## src/design/position_pid_with_deadband_defines.svh

```systemverilog
// Assertion macros for the position PID block.
// Used by the top level; expects clk and arst_n in scope.
`ifndef POSITION_PID_WITH_DEADBAND_DEFINES_SVH
`define POSITION_PID_WITH_DEADBAND_DEFINES_SVH

// Same-cycle implication, masked during reset.
`define PPID_ASSERT_IMPL(label, ante, cons) \
	label: assert property (@(posedge clk) disable iff (!arst_n) (ante) |-> (cons)) \
		else $error("%m: implication failed");

// Next-cycle implication, masked during reset.
`define PPID_ASSERT_NEXT(label, ante, cons) \
	label: assert property (@(posedge clk) disable iff (!arst_n) (ante) |=> (cons)) \
		else $error("%m: next-cycle implication failed");

`endif

```

## src/design/ppid_pkg.sv

```systemverilog
// Shared types, widths and constants for the position PID block.
// No dependencies; the design modules and interfaces refer to it by scoped names, the bench imports it.
`timescale 1ns / 1ps

package ppid_pkg;

	localparam int GAIN_W      = 16;
	localparam int INTEG_WIDTH = 24;
	localparam int ERR_W       = 11;
	localparam int DE_W        = 12;
	localparam int POS_W       = 10;
	localparam int TGT_W       = 9;
	localparam int DRV_W       = 9;
	localparam int PWM_W       = 8;
	localparam int ANGLE_W     = 11;
	localparam int COUNT_W     = 32;

	localparam int PROD_P_W = GAIN_W + ERR_W;
	localparam int PROD_I_W = GAIN_W + INTEG_WIDTH;
	localparam int PROD_D_W = GAIN_W + DE_W;
	localparam int SUM_W    = PROD_I_W + 2;

	// Angle wrap and controller limits
	localparam int ANGLE_HI   = 179;
	localparam int ANGLE_LO   = -180;
	localparam int TURN       = 360;
	localparam int DRIVE_MAX  = 255;
	localparam int DEADBAND   = 2;
	localparam int DRIVE_FRAC = 8;
	localparam int GAIN_PROP_RESET = 256;

	// Remainder by 360 = 8 * 45: the low three bits pass, the rest goes mod 45.
	localparam int          DIV_MINOR   = 45;
	localparam int          RED_W       = 28;
	localparam int          RECIP_SHIFT = 33;
	localparam int          QUOT_W      = 22;
	localparam int          REM_W       = 7;
	localparam logic [27:0] RECIP_MINOR = 28'd190887435;

	localparam int FIFO_DEPTH = 4;
	localparam int FIFO_AW    = $clog2(FIFO_DEPTH);

	localparam logic MODE_SETPOINT = 1'b0;
	localparam logic MODE_SAMPLE   = 1'b1;

	typedef enum logic [1:0] {
		REG_GAIN_PROP  = 2'd0,
		REG_GAIN_INTEG = 2'd1,
		REG_GAIN_DERIV = 2'd2
	} cfg_reg_t;

	typedef logic signed [GAIN_W-1:0]      gain_t;
	typedef logic signed [ERR_W-1:0]       err_t;
	typedef logic signed [DE_W-1:0]        de_t;
	typedef logic signed [POS_W-1:0]       pos_t;
	typedef logic signed [TGT_W-1:0]       tgt_t;
	typedef logic signed [DRV_W-1:0]       drive_t;
	typedef logic signed [INTEG_WIDTH-1:0] integ_t;
	typedef logic signed [INTEG_WIDTH:0]   integ_ext_t;
	typedef logic signed [PROD_P_W-1:0]    prod_p_t;
	typedef logic signed [PROD_I_W-1:0]    prod_i_t;
	typedef logic signed [PROD_D_W-1:0]    prod_d_t;
	typedef logic signed [SUM_W-1:0]       sum_t;
	typedef logic [FIFO_AW-1:0]            fifo_ptr_t;
	typedef logic [FIFO_AW:0]              fifo_cnt_t;

	localparam integ_ext_t INTEG_MAX = {2'b00, {(INTEG_WIDTH-1){1'b1}}};
	localparam integ_ext_t INTEG_MIN = {2'b11, {(INTEG_WIDTH-1){1'b0}}};

	// One classified word in the queue: a wrapped target or a shaft angle.
	typedef struct packed {
		logic mode;
		pos_t value;
	} fifo_entry_t;

	typedef struct packed {
		logic full;
		logic empty;
	} fifo_stat_t;

endpackage

```

## src/design/ppid_channels.sv

```systemverilog
// Handshake channels of the position PID block: samples in, results out, gain writes.
// Depends on ppid_pkg for field widths.
`timescale 1ns / 1ps

interface ppid_in_if;
	logic                                 valid;
	logic                                 ready;
	logic                                 mode;
	logic signed [ppid_pkg::ANGLE_W-1:0] angle_request;
	logic signed [ppid_pkg::COUNT_W-1:0] encoder_count;
	modport source (output valid, mode, angle_request, encoder_count, input ready);
	modport sink (input valid, mode, angle_request, encoder_count, output ready);
endinterface

interface ppid_out_if;
	logic                   valid;
	logic                   ready;
	ppid_pkg::drive_t       drive;
	logic                   dir_a;
	logic                   dir_b;
	logic [ppid_pkg::PWM_W-1:0] pwm_level;
	ppid_pkg::pos_t         position;
	logic                   settled;
	modport source (output valid, drive, dir_a, dir_b, pwm_level, position, settled,
		input ready);
	modport sink (input valid, drive, dir_a, dir_b, pwm_level, position, settled,
		output ready);
endinterface

interface ppid_cfg_if;
	logic                        valid;
	logic                        ready;
	logic [1:0]                  index;
	logic [ppid_pkg::GAIN_W-1:0] data;
	modport source (output valid, index, data, input ready);
	modport sink (input valid, index, data, output ready);
endinterface

```

## src/design/position_pid_with_deadband.sv

```systemverilog
// Top level of the position PID controller with deadband.
// Depends on ppid_pkg, ppid_channels, ppid_fifo, ppid_front, ppid_back and the defines header.
//
// channel | dir | word carried                                   | taken when
// item    | in  | mode, angle_request, encoder_count             | valid && ready
// result  | out | drive, dir_a, dir_b, pwm_level, position, settled | valid && ready
// cfg     | in  | index (0 prop, 1 integ, 2 deriv), data         | valid && ready (always ready)
//
// A word taken by the front passes stages s1 to s4 into the queue, is popped when the back
//   is idle, then passes ST_MUL and ST_SUM before its result loads. A driving or braking
//   sample holds the back through state update, multiply, sum and clamp (ST_SUM waits on a
//   stalled output); setpoints and dropped samples are taken in idle alone.
// Reset clears the pipeline, queue, controller state and output register, and loads gains.
// A stalled result holds the output register; the back waits, the queue fills, then
//   item.ready drops.
`timescale 1ns / 1ps
`include "position_pid_with_deadband_defines.svh"

module position_pid_with_deadband (
	input  logic       clk,
	input  logic       arst_n,
	ppid_in_if.sink    item,
	ppid_out_if.source result,
	ppid_cfg_if.sink   cfg
);

	// queue between front and back
	logic                  push;
	logic                  pop;
	ppid_pkg::fifo_entry_t push_entry;
	ppid_pkg::fifo_entry_t head;
	ppid_pkg::fifo_stat_t  q_stat;

	// Front: classify each word, wrap setpoints, reduce counts to angles.
	ppid_front u_front (
		.clk        (clk),
		.arst_n     (arst_n),
		.item       (item),
		.push       (push),
		.push_entry (push_entry),
		.q_stat     (q_stat)
	);

	// Queue: decouple front and back so each can stall alone.
	ppid_fifo u_fifo (
		.clk        (clk),
		.arst_n     (arst_n),
		.push       (push),
		.push_entry (push_entry),
		.pop        (pop),
		.head       (head),
		.stat       (q_stat)
	);

	// Back: advance the controller state one word at a time and present results.
	ppid_back u_back (
		.clk    (clk),
		.arst_n (arst_n),
		.cfg    (cfg),
		.result (result),
		.pop    (pop),
		.head   (head),
		.q_stat (q_stat)
	);

	// Front holds only on a full queue.
	`PPID_ASSERT_IMPL(a_stall_only_full, !item.ready, q_stat.full)
	// A settled result is a brake: no drive, both legs high.
	`PPID_ASSERT_IMPL(a_brake_shape, result.valid && result.settled, (result.drive == '0) && result.dir_a && result.dir_b && (result.pwm_level == '0))
	// A driving result sets exactly one bridge leg.
	`PPID_ASSERT_IMPL(a_drive_legs, result.valid && !result.settled, result.dir_a != result.dir_b)
	// Taking a setpoint never produces a result.
	`PPID_ASSERT_NEXT(a_setpoint_silent, pop && (head.mode == ppid_pkg::MODE_SETPOINT) && !result.valid, !result.valid)

endmodule

```

## src/design/ppid_fifo.sv

```systemverilog
// Four-word queue between the front pipeline and the back sequencer.
// Depends on ppid_pkg for the entry and status types.
`timescale 1ns / 1ps

module ppid_fifo (
	input  logic                  clk,
	input  logic                  arst_n,
	input  logic                  push,
	input  ppid_pkg::fifo_entry_t push_entry,
	input  logic                  pop,
	output ppid_pkg::fifo_entry_t head,
	output ppid_pkg::fifo_stat_t  stat
);

	ppid_pkg::fifo_entry_t mem_q [ppid_pkg::FIFO_DEPTH];
	ppid_pkg::fifo_ptr_t   wr_ptr_q;
	ppid_pkg::fifo_ptr_t   rd_ptr_q;
	ppid_pkg::fifo_cnt_t   count_q;

	assign head       = mem_q[rd_ptr_q];
	assign stat.full  = (count_q == ppid_pkg::fifo_cnt_t'(ppid_pkg::FIFO_DEPTH));
	assign stat.empty = (count_q == '0);

	always_ff @(posedge clk) begin
		if (push) begin
			mem_q[wr_ptr_q] <= push_entry;
		end
	end

	always_ff @(posedge clk or negedge arst_n) begin
		if (!arst_n) begin
			wr_ptr_q <= '0;
			rd_ptr_q <= '0;
			count_q  <= '0;
		end else begin
			if (push) begin
				wr_ptr_q <= wr_ptr_q + 1'b1;
			end
			if (pop) begin
				rd_ptr_q <= rd_ptr_q + 1'b1;
			end
			unique case ({push, pop})
				2'b10: count_q <= count_q + 1'b1;
				2'b01: count_q <= count_q - 1'b1;
				default: count_q <= count_q;
			endcase
		end
	end

endmodule

```

## src/design/ppid_front.sv

```systemverilog
// Front pipeline: takes input words, wraps setpoints, turns encoder counts into angles.
// Depends on ppid_pkg and ppid_channels; feeds ppid_fifo.
`timescale 1ns / 1ps

module ppid_front (
	input  logic                  clk,
	input  logic                  arst_n,
	ppid_in_if.sink               item,
	output logic                  push,
	output ppid_pkg::fifo_entry_t push_entry,
	input  ppid_pkg::fifo_stat_t  q_stat
);

	logic advance;

	logic valid_s1, valid_s2, valid_s3, valid_s4;
	logic mode_s1, mode_s2, mode_s3, mode_s4;
	ppid_pkg::tgt_t tgt_s1, tgt_s2, tgt_s3, tgt_s4;
	logic [30:0] q_s1;
	logic [ppid_pkg::RED_W-1:0] b_s2;
	logic [2:0] low3_s2, low3_s3, low3_s4;
	logic neg_s2, neg_s3, neg_s4;
	logic [ppid_pkg::QUOT_W-1:0] qe_s3;
	logic [ppid_pkg::REM_W-1:0] blow_s3;
	logic [ppid_pkg::REM_W-1:0] r7_s4;

	logic signed [11:0] ang_ext;
	logic signed [11:0] ang_wrap;
	logic signed [ppid_pkg::COUNT_W-1:0] half;
	logic [30:0] q_next;
	logic [30:0] abs_q;
	logic [ppid_pkg::RED_W+27:0] prod;
	logic [ppid_pkg::REM_W-1:0] m45;
	logic [5:0] rem45;
	logic [8:0] mag;
	ppid_pkg::pos_t pos;

	// Whole pipe moves together; hold only when the last stage cannot push.
	assign advance    = !valid_s4 || !q_stat.full;
	assign item.ready = advance;
	assign push       = valid_s4 && !q_stat.full;

	always_comb begin
		ang_ext = {item.angle_request[ppid_pkg::ANGLE_W-1], item.angle_request};
		if (ang_ext > ppid_pkg::ANGLE_HI) begin
			ang_wrap = ang_ext - 12'(ppid_pkg::TURN);
		end else if (ang_ext < ppid_pkg::ANGLE_LO) begin
			ang_wrap = ang_ext + 12'(ppid_pkg::TURN);
		end else begin
			ang_wrap = ang_ext;
		end
		// truncating halve: round negative odd counts toward zero
		half   = item.encoder_count >>> 1;
		q_next = half[30:0] + 31'(item.encoder_count[31] & item.encoder_count[0]);
	end

	assign abs_q = q_s1[30] ? (~q_s1 + 31'd1) : q_s1;
	assign prod  = (ppid_pkg::RED_W+28)'(b_s2) * (ppid_pkg::RED_W+28)'(ppid_pkg::RECIP_MINOR);
	assign m45   = ppid_pkg::REM_W'(qe_s3[ppid_pkg::REM_W-1:0] *
		ppid_pkg::REM_W'(ppid_pkg::DIV_MINOR));

	always_comb begin
		if (r7_s4 >= ppid_pkg::REM_W'(ppid_pkg::DIV_MINOR)) begin
			rem45 = 6'(r7_s4 - ppid_pkg::REM_W'(ppid_pkg::DIV_MINOR));
		end else begin
			rem45 = r7_s4[5:0];
		end
		mag = {rem45, low3_s4};
		pos = neg_s4 ? -ppid_pkg::pos_t'(mag) : ppid_pkg::pos_t'(mag);
		push_entry.mode  = mode_s4;
		push_entry.value = (mode_s4 == ppid_pkg::MODE_SAMPLE) ? pos :
			ppid_pkg::pos_t'(tgt_s4);
	end

	always_ff @(posedge clk or negedge arst_n) begin
		if (!arst_n) begin
			valid_s1 <= 1'b0;
			valid_s2 <= 1'b0;
			valid_s3 <= 1'b0;
			valid_s4 <= 1'b0;
		end else if (advance) begin
			valid_s1 <= item.valid;
			valid_s2 <= valid_s1;
			valid_s3 <= valid_s2;
			valid_s4 <= valid_s3;
		end
	end

	always_ff @(posedge clk) begin
		if (advance) begin
			mode_s1 <= item.mode;
			tgt_s1  <= ang_wrap[ppid_pkg::TGT_W-1:0];
			q_s1    <= q_next;

			mode_s2 <= mode_s1;
			tgt_s2  <= tgt_s1;
			neg_s2  <= q_s1[30];
			b_s2    <= abs_q[30:3];
			low3_s2 <= abs_q[2:0];

			mode_s3 <= mode_s2;
			tgt_s3  <= tgt_s2;
			neg_s3  <= neg_s2;
			low3_s3 <= low3_s2;
			qe_s3   <= prod[ppid_pkg::RECIP_SHIFT +: ppid_pkg::QUOT_W];
			blow_s3 <= b_s2[ppid_pkg::REM_W-1:0];

			mode_s4 <= mode_s3;
			tgt_s4  <= tgt_s3;
			neg_s4  <= neg_s3;
			low3_s4 <= low3_s3;
			r7_s4   <= blow_s3 - m45;
		end
	end

endmodule

```

## src/design/ppid_back.sv

```systemverilog
// Back sequencer: controller state, gain registers, PID sum, clamp and result register.
// Depends on ppid_pkg and ppid_channels; drains ppid_fifo.
`timescale 1ns / 1ps

module ppid_back (
	input  logic                  clk,
	input  logic                  arst_n,
	ppid_cfg_if.sink              cfg,
	ppid_out_if.source            result,
	output logic                  pop,
	input  ppid_pkg::fifo_entry_t head,
	input  ppid_pkg::fifo_stat_t  q_stat
);

	typedef enum logic [2:0] {
		ST_IDLE = 3'b001,
		ST_MUL  = 3'b010,
		ST_SUM  = 3'b100
	} seq_state_t;

	seq_state_t state_q;

	ppid_pkg::gain_t  gain_prop_q, gain_integ_q, gain_deriv_q;
	ppid_pkg::tgt_t   target_q;
	ppid_pkg::integ_t integ_q;
	ppid_pkg::err_t   prev_err_q;
	logic             active_q;

	ppid_pkg::err_t  err_s1;
	ppid_pkg::de_t   de_s1;
	logic            brake_s1;
	ppid_pkg::pos_t  pos_s1;
	ppid_pkg::prod_p_t prod_p_s2;
	ppid_pkg::prod_i_t prod_i_s2;
	ppid_pkg::prod_d_t prod_d_s2;

	logic                       res_valid_q;
	ppid_pkg::drive_t           drive_q;
	logic                       dir_a_q, dir_b_q, settled_q;
	logic [ppid_pkg::PWM_W-1:0] pwm_q;
	ppid_pkg::pos_t             position_q;

	logic                 out_load;
	ppid_pkg::err_t       err;
	ppid_pkg::de_t        de;
	logic                 drive_on;
	ppid_pkg::integ_ext_t isum;
	ppid_pkg::integ_t     isat;
	ppid_pkg::sum_t       raw;
	ppid_pkg::sum_t       shr;
	ppid_pkg::drive_t     drv;

	assign cfg.ready = 1'b1;
	assign pop       = (state_q == ST_IDLE) && !q_stat.empty;
	assign out_load  = !res_valid_q || result.ready;

	always_comb begin
		err = ppid_pkg::err_t'(target_q) - ppid_pkg::err_t'(head.value);
		de  = ppid_pkg::de_t'(err) - ppid_pkg::de_t'(prev_err_q);
		drive_on = (err > ppid_pkg::err_t'(ppid_pkg::DEADBAND)) ||
			((err < -ppid_pkg::err_t'(ppid_pkg::DEADBAND)) && (target_q != '0));
		isum = ppid_pkg::integ_ext_t'(integ_q) + ppid_pkg::integ_ext_t'(err);
		if (isum > ppid_pkg::INTEG_MAX) begin
			isat = ppid_pkg::integ_t'(ppid_pkg::INTEG_MAX);
		end else if (isum < ppid_pkg::INTEG_MIN) begin
			isat = ppid_pkg::integ_t'(ppid_pkg::INTEG_MIN);
		end else begin
			isat = ppid_pkg::integ_t'(isum);
		end
	end

	always_comb begin
		raw = ppid_pkg::sum_t'(prod_p_s2) + ppid_pkg::sum_t'(prod_i_s2) +
			ppid_pkg::sum_t'(prod_d_s2);
		shr = raw >>> ppid_pkg::DRIVE_FRAC;
		if (shr > ppid_pkg::sum_t'(ppid_pkg::DRIVE_MAX)) begin
			drv = ppid_pkg::drive_t'(ppid_pkg::DRIVE_MAX);
		end else if (shr < -ppid_pkg::sum_t'(ppid_pkg::DRIVE_MAX)) begin
			drv = -ppid_pkg::drive_t'(ppid_pkg::DRIVE_MAX);
		end else begin
			drv = ppid_pkg::drive_t'(shr);
		end
	end

	// gain registers
	always_ff @(posedge clk or negedge arst_n) begin
		if (!arst_n) begin
			gain_prop_q  <= ppid_pkg::gain_t'(ppid_pkg::GAIN_PROP_RESET);
			gain_integ_q <= '0;
			gain_deriv_q <= '0;
		end else if (cfg.valid) begin
			unique case (cfg.index)
				ppid_pkg::REG_GAIN_PROP:  gain_prop_q  <= cfg.data;
				ppid_pkg::REG_GAIN_INTEG: gain_integ_q <= cfg.data;
				ppid_pkg::REG_GAIN_DERIV: gain_deriv_q <= cfg.data;
				default: ;
			endcase
		end
	end

	always_ff @(posedge clk or negedge arst_n) begin
		if (!arst_n) begin
			state_q     <= ST_IDLE;
			target_q    <= '0;
			integ_q     <= '0;
			prev_err_q  <= '0;
			active_q    <= 1'b0;
			res_valid_q <= 1'b0;
		end else begin
			unique case (state_q)
				ST_IDLE: begin
					if (pop) begin
						if (head.mode == ppid_pkg::MODE_SETPOINT) begin
							target_q <= head.value[ppid_pkg::TGT_W-1:0];
							active_q <= 1'b1;
						end else if (active_q) begin
							prev_err_q <= err;
							if (drive_on) begin
								integ_q <= isat;
							end else begin
								integ_q  <= '0;
								active_q <= 1'b0;
							end
							state_q <= ST_MUL;
						end
					end
				end
				ST_MUL: state_q <= ST_SUM;
				ST_SUM: begin
					if (out_load) begin
						state_q <= ST_IDLE;
					end
				end
				default: state_q <= ST_IDLE;
			endcase

			if ((state_q == ST_SUM) && out_load) begin
				res_valid_q <= 1'b1;
			end else if (result.ready) begin
				res_valid_q <= 1'b0;
			end
		end
	end

	always_ff @(posedge clk) begin
		if (pop) begin
			err_s1   <= err;
			de_s1    <= de;
			brake_s1 <= !drive_on;
			pos_s1   <= head.value;
		end
		if (state_q == ST_MUL) begin
			prod_p_s2 <= gain_prop_q * err_s1;
			prod_i_s2 <= gain_integ_q * integ_q;
			prod_d_s2 <= gain_deriv_q * de_s1;
		end
		if ((state_q == ST_SUM) && out_load) begin
			position_q <= pos_s1;
			if (brake_s1) begin
				drive_q   <= '0;
				dir_a_q   <= 1'b1;
				dir_b_q   <= 1'b1;
				pwm_q     <= '0;
				settled_q <= 1'b1;
			end else begin
				drive_q   <= drv;
				dir_a_q   <= (drv > 0);
				dir_b_q   <= !(drv > 0);
				pwm_q     <= drv[ppid_pkg::DRV_W-1] ? ppid_pkg::PWM_W'(-drv) :
					drv[ppid_pkg::PWM_W-1:0];
				settled_q <= 1'b0;
			end
		end
	end

	assign result.valid     = res_valid_q;
	assign result.drive     = drive_q;
	assign result.dir_a     = dir_a_q;
	assign result.dir_b     = dir_b_q;
	assign result.pwm_level = pwm_q;
	assign result.position  = position_q;
	assign result.settled   = settled_q;

endmodule

```

## src/flat_wrapper.sv

```systemverilog
// flat-port wrapper written by rule: the top's interface ports become plain ports
module position_pid_with_deadband_flat 
  (clk, arst_n, item_valid, item_mode, item_angle_request, item_encoder_count, item_ready, result_valid, result_drive, result_dir_a, result_dir_b, result_pwm_level, result_position, result_settled, result_ready, cfg_valid, cfg_index, cfg_data, cfg_ready);
  ppid_in_if item_i ();
  ppid_out_if result_i ();
  ppid_cfg_if cfg_i ();
  input  logic clk;
  input  logic arst_n;
  input wire logic [$bits(item_i.valid)-1:0] item_valid;
  input wire logic [$bits(item_i.mode)-1:0] item_mode;
  input wire logic [$bits(item_i.angle_request)-1:0] item_angle_request;
  input wire logic [$bits(item_i.encoder_count)-1:0] item_encoder_count;
  output wire logic [$bits(item_i.ready)-1:0] item_ready;
  output wire logic [$bits(result_i.valid)-1:0] result_valid;
  output wire logic [$bits(result_i.drive)-1:0] result_drive;
  output wire logic [$bits(result_i.dir_a)-1:0] result_dir_a;
  output wire logic [$bits(result_i.dir_b)-1:0] result_dir_b;
  output wire logic [$bits(result_i.pwm_level)-1:0] result_pwm_level;
  output wire logic [$bits(result_i.position)-1:0] result_position;
  output wire logic [$bits(result_i.settled)-1:0] result_settled;
  input wire logic [$bits(result_i.ready)-1:0] result_ready;
  input wire logic [$bits(cfg_i.valid)-1:0] cfg_valid;
  input wire logic [$bits(cfg_i.index)-1:0] cfg_index;
  input wire logic [$bits(cfg_i.data)-1:0] cfg_data;
  output wire logic [$bits(cfg_i.ready)-1:0] cfg_ready;
  assign item_i.valid = item_valid;
  assign item_i.mode = item_mode;
  assign item_i.angle_request = item_angle_request;
  assign item_i.encoder_count = item_encoder_count;
  assign item_ready = item_i.ready;
  assign result_valid = result_i.valid;
  assign result_drive = result_i.drive;
  assign result_dir_a = result_i.dir_a;
  assign result_dir_b = result_i.dir_b;
  assign result_pwm_level = result_i.pwm_level;
  assign result_position = result_i.position;
  assign result_settled = result_i.settled;
  assign result_i.ready = result_ready;
  assign cfg_i.valid = cfg_valid;
  assign cfg_i.index = cfg_index;
  assign cfg_i.data = cfg_data;
  assign cfg_ready = cfg_i.ready;
  position_pid_with_deadband u_core (.clk(clk), .arst_n(arst_n), .item(item_i), .result(result_i), .cfg(cfg_i));
endmodule
```

## config.mk

```make
export PLATFORM = sky130hd
export DESIGN_NAME = position_pid_with_deadband_flat
export DESIGN_NICKNAME = d
export VERILOG_FILES = /design/src/design/ppid_pkg.sv /design/src/design/ppid_channels.sv /design/src/design/position_pid_with_deadband.sv /design/src/design/ppid_fifo.sv /design/src/design/ppid_front.sv /design/src/design/ppid_back.sv /design/src/flat_wrapper.sv
export VERILOG_INCLUDE_DIRS = /design/src /design/src/design
export SDC_FILE = /design/constraint.sdc
export NUM_CORES = 2
export LEC_CHECK = 0
export CAP_MARGIN = 5
export CELL_PAD_IN_SITES_DETAIL_PLACEMENT = 0
export CELL_PAD_IN_SITES_GLOBAL_PLACEMENT = 1
export CORE_MARGIN = 4
export CORE_UTILIZATION = 35
export CTS_BUF_LIST = sky130_fd_sc_hd__clkbuf_4 sky130_fd_sc_hd__clkbuf_8
export DETAILED_ROUTE_END_ITERATION = 6
export DONT_BUFFER_PORTS = 1
export GPL_TIMING_DRIVEN = 0
export PLACE_DENSITY = 0.63
export SLEW_MARGIN = 20
export SYNTH_ARGS = -nofsm -noshare
export SYNTH_HDL_FRONTEND = slang
export SYNTH_SLANG_ARGS = --single-unit
```

## constraint.sdc

```tcl
create_clock -name clk -period 7.41 [get_ports clk]
set_input_delay 0.741 -clock clk [delete_from_list [all_inputs] [get_ports clk]]
set_output_delay 0.741 -clock clk [all_outputs]
set_load 0.05 [all_outputs]
```

# [Word level (Yosys, flattened, before mapping)]
# Memories as Yosys holds them, arrays and structs flattened.
# Cells that the tools add are included.
[op_classes] addsub=17 n_mul=5 n_lt_le_gt_ge=10 n_eq_ne=12 muxes=26 bitwise_logic=3 reduce_logical=25
[op_table] op="$mux 24" n=3
[op_table] op="$add 41x28->42" n=1
[op_table] op="$add 27x40->41" n=1
[op_table] op="$mul 16x24->40" n=1
[op_table] op="$mul 28x28->40 const B" n=1
[op_table] op="$mux 9" n=4
[op_table] op="$gt 34x9->1 const B" n=1
[op_table] op="$lt 34x9->1 const B" n=1
[op_table] op="$add 31x1->31" n=1
[op_table] op="$add 31x1->31 const B" n=1
[op_table] op="$not 31->31" n=1
[op_table] op="$mux 30" n=1
[op_table] op="$mul 16x12->28" n=1
[op_table] op="$mul 16x11->27" n=1
[op_table] op="$add 24x11->25" n=1
[op_table] op="$gt 25x24->1 const B" n=1
[op_table] op="$lt 25x24->1 const B" n=1
[op_table] op="$mux 10" n=2
[op_table] op="$mux 3" n=4
[op_table] op="$sub 11x11->12" n=1
[op_table] op="$gt 11x3->1 const B" n=1
[op_table] op="$gt 11x9->1 const B" n=1
[op_table] op="$lt 11x2->1 const B" n=1
[op_table] op="$lt 11x9->1 const B" n=1
[op_table] op="37 further kinds" n=65
[word_totals] register_bits=399 ramBits=44 inputBits=67 output_inout_bits=33 wordCells=148 mem_count=1
[mem_list] memory="u_core.u_fifo.mem_q" words=4 word_bits=11 rd=1 rd_ports_with_merged_regs=0 write_ports=1 line_no="ppid_fifo.sv:15" source="ppid_pkg::fifo_entry_t mem_q [ppid_pkg::FIFO_DEPTH];"

# [Depth between registers and ports, before layout]
# An unclocked memory read counts as a cell.
[depth] word_depth=8 ltp_mapped=27 depth_no_buf=25

# [Cells and area by module]
# A second synthesis with hierarchy kept.
[unflattened] cells_unflattened=5672 hier_area_um2=58423.5
[modules_own_cells] module="ppid_back" n_inst=1 cells_each=4107 area_each_um2=40632.7 seq_area_each_um2=7174.4
[modules_own_cells] module="ppid_front" n_inst=1 cells_each=1471 area_each_um2=15800.2 seq_area_each_um2=4063.9
[modules_own_cells] module="ppid_fifo" n_inst=1 cells_each=94 area_each_um2=1990.7 seq_area_each_um2=1496.4

# [Least setup slack after synthesis]
# OpenSTA, ideal clock, no wires.
[synth_timing] kind="reg-to-reg" startpoint="register u_core.u_back.integ_q[12]" endpoint="register u_core.u_back.prod_i_s2[39], data pin" setup_time_ns=0.260 t_arrival_ns=6.617 t_required_ns=7.150 slack_ns=0.533 path_stages_with_launch=27 n_path_buf=2 period_less_slack_ns=6.877 path_cell_list="dfrtp_1 > clkbuf_1 > clkbuf_1 > nand2_1 > fa_1 > inv_1 > fa_1 > inv_1 > fa_1 > inv_1 > fa_1 > fa_1 > inv_1 > fa_1 > inv_1 > ha_1 > and2_1 > a2111o_1 > o22a_1 > and3_1 > a21o_1 > a211oi_1 > or4_1 > nand3_1 > a31o_2 > a21oi_1 > xnor2_1"
[synth_between] elab_chain_len=1
[synth_lines] element="from (decl)" line_no="ppid_back.sv:25" source="ppid_pkg::integ_t integ_q;"
[synth_lines] element="from (signal assigned)" line_no="ppid_back.sv:119" source="integ_q <= isat;"
[synth_lines] element="$mul 16x24->40" line_no="ppid_back.sv:154" source="prod_i_s2 <= gain_integ_q * integ_q;"
[synth_lines] element="to (signal assigned)" line_no="ppid_back.sv:154"
[synth_lines] element="to (decl)" line_no="ppid_back.sv:34" source="ppid_pkg::prod_i_t prod_i_s2;"
# No other way between the ends.
# A chain may end at the register's enable or synchronous reset.

# [Worst setup path after layout]
[layout_timing] startpoint="register u_core.u_back.integ_q[1]" endpoint="register u_core.u_back.prod_i_s2[39], data pin"
# The elaborated chain is that of the path after synthesis.

==> qor.yml <==
worstPathRequired_ps: 7880
worst_r2r_path_depth: 23
cp-start-kind: "flip-flop"
syn-instance-count: 5588
grt_usage_pct: 18.6
num-nets-final: 7301
grt_antenna_before_repair: 18
min_period_over_period_pct: 96.9
yosysWarnings: 0
dieHeight_um: 414
cts_tree: "done"
drive_gt1_share_pct: 7.96
core_um2: 163000
rows: 148
cts_sinks: 442
synth_top_area_share_pct: 33.5
ant_nets: 0
reg2reg_to: "u_core.u_back.prod_i_s2[39]"
place_hpwl_um: 129000
yosysSeqAreaShare_pct: 22.0
drc: 0
cts-root-buf: "clkbuf_8"
drv_cap: 0
syn2layout_area_growth_pct: 9.92
numCtsBuffers: 79
dieArea_um2: 172000
setup_viol: 0
slew_headroom_pct: 26.1
synthFlopType: "edfxtp_1"
synth.distinct_cells: 97
synth_area_leaders: "fa_1, edfxtp_1, ha_1"
status: "complete, no violations"
finalCriticalPeriod_ps: 7180
synthTopCellsByCount: "inv_1, fa_1, nand2_1, ha_1, edfxtp_1"
postSynthAreaPerCell_um2: 10.3
grt_pass1_vias: 40900
wirelength_um: 157000
path_clk_slew_ps: 80
grt_pass1_wl_um: 247000
grt_max_degree: 109
clockBufferDepth: 3
synthArstFlopShare_pct: 24.4
cp-end-kind: "flip-flop"
worst_pin_slew_ps: 1110
synth-edff-count: 334
io_buffers: 0
critPathCapture: "u_core.u_back.prod_i_s2[39]"
r2r_slack_ps: 230
crit_type: "flip-flop to flip-flop"
gp_congestion: 0.876
setup.worst_path.start: "u_core.u_back.integ_q[1]"
vias_per_cell: 4.76
regToRegStartpoint: "u_core.u_back.integ_q[1]"
path_max_fanout: 10
io-pin-count: 100
fin_setup_tns_ps: 0
synthesis.area_um2: 57800
final_core_util_pct: 38.9
yosys.area.top_type: "fa_1"
drt_iter0_drc: 2062
clock_latency_ps: 780
maxSlewViolCount: 0
grt-ovfl-total: 0
start_util_pct: 35.4
wire_per_inst_um: 19.7
first_pass_iters: 6
fin_skew_ps: 79.1
hold_class: "primary input to flip-flop"
max_freq_mhz: 139
yosysMostFrequentCell: "inv_1"
ys_ff_latch: 442
vias: 38100
hold_viol: 0
synthesis.nets: 7159
die_w_um: 414
critPathArrivalTime_ps: 7640
htree_num_levels: 3
-- cell type report --
type                            instances  area (um2)
Antenna cell                           30        75.1
Inverter                             1275        4800
Timing Repair Buffer                   64         596
Fill cell                           16400       99800
Sequential cell                       442       12800
Tap cell                             2175        2720
Clock buffer                          100        1290
Multi-Input combinational cell       3709       39800
Clock inverter                         44         489
Buffer                                159         915
-- cells by family (layout without fill, tap and decap cells) --
family                     Yosys count  in the layout  synth area share (%)
xor gates and xnor gates           273            273                  4.15
DFF                                442            442                  22.0
adders and majority gates         1504           1504                  45.1
muxes                               84             84                  1.83
AOI/OAI and AO/OA                  532            532                  6.24
and+or+nand+nor                   1315           1315                  11.3
other                                1             31               0.00649
buffers and inverters             1437           1642                  9.36
-- sequential cells by signal, summed over array words and instances, names as in the netlist, 11 cells and up --
name                        cells
u_core.u_back.de_s1            12
u_core.u_back.err_s1           11
u_core.u_back.gain_deriv_q     16
u_core.u_back.gain_integ_q     16
u_core.u_back.gain_prop_q      16
u_core.u_back.integ_q          24
u_core.u_back.prev_err_q       11
u_core.u_back.prod_d_s2        28
u_core.u_back.prod_i_s2        40
u_core.u_back.prod_p_s2        27
u_core.u_fifo.mem_q            44
u_core.u_front.b_s2            28
u_core.u_front.q_s1            31
-- layer usage --
layer / vias to the layer above / GRT usage (%) / share of wire, %
li1: 17800 / - / -
met1: 19300 / 25.6 / 45
met2: 750 / 30.9 / 49
met3: 176 / 2.17 / 3.8
met4: 0 / 5.84 / 2.7
met5: - / 0 / 0
-- worst min path at each step --
stage	startpoint	endpoint	slack, ps	depth (start not counted)
CTS	cfg_data[2]	u_core.u_back.gain_prop_q[2]	10	1
global route	cfg_data[1]	u_core.u_back.gain_prop_q[1]	30	1
detailed placement	u_core.u_front.mode_s3	u_core.u_front.mode_s4	400	0
floorplan	u_core.u_back.pos_s1[0]	u_core.u_back.result.position[0]	400	0
finish	cfg_data[1]	u_core.u_back.gain_prop_q[1]	100	1
global placement	u_core.u_front.tgt_s1[1]	u_core.u_front.tgt_s2[1]	400	0
-- through the flow --
stage	std cells	hold slack, ps	area, um2	worst slack, ps
final	7998	101	63500	233
after global routing	7996	28.7	63500	-29.9
after CTS	7934	9.83	63000	0.475
after global placement	7763	402	60500	-3940
after floorplan	5588	400	57800	533
after detailed placement	7776	405	60700	-981
-- cells in the final DEF, fill, tap and decap left out, types with 26 or more instances in the layout --
cell	Yosys	layout
nand3_1	43	42
fa_1	966	965
nand2b_1	69	69
a21oi_1	117	113
o21ai_0	106	102
nand2_1	578	578
clkbuf_1	152	83
xor2_1	62	61
a21o_1	59	58
nor2b_1	27	27
xnor2_1	210	205
and2_1	294	294
clkbuf_8	0	99
dfrtp_2	0	29
nor2_1	136	132
nor3_1	32	32
edfxtp_1	334	334
dfrtp_1	106	76
diode_2	0	30
inv_1	1274	1272
clkbuf_4	0	26
o21a_1	28	28
ha_1	538	529
buf_4	2	60
mux2_2	64	64
-- worst max-delay path, stage by stage (launching register included) --
cell,delay (ps)
dfrtp_2,530
clkbuf_4,340
nand2_1,110
fa_1,540
fa_1,540
fa_1,540
inv_1,60
fa_1,540
inv_1,60
fa_1,520
fa_1,550
inv_1,40
ha_1,250
a2111o_1,460
a211o_1,300
nand3_1,90
nand2_1,70
a21o_4,240
a211oi_4,260
or4_4,180
nand3_1,100
a31o_2,270
a21oi_2,170
xnor2_2,100
-- timing repair --
action | in CTS | in global routing
setup buffers | 9 | 35
hold endpoints to repair | 112 | 0
gates resized for setup | 157 | 76
pin swaps | 2 | 2
hold buffers | 6 | 0
endpoints found under the setup margin | 44 | 37
Power is left out: the tool's default activity adds up to more than one toggle a clock period on the data nets, which glitch-free logic cannot reach.
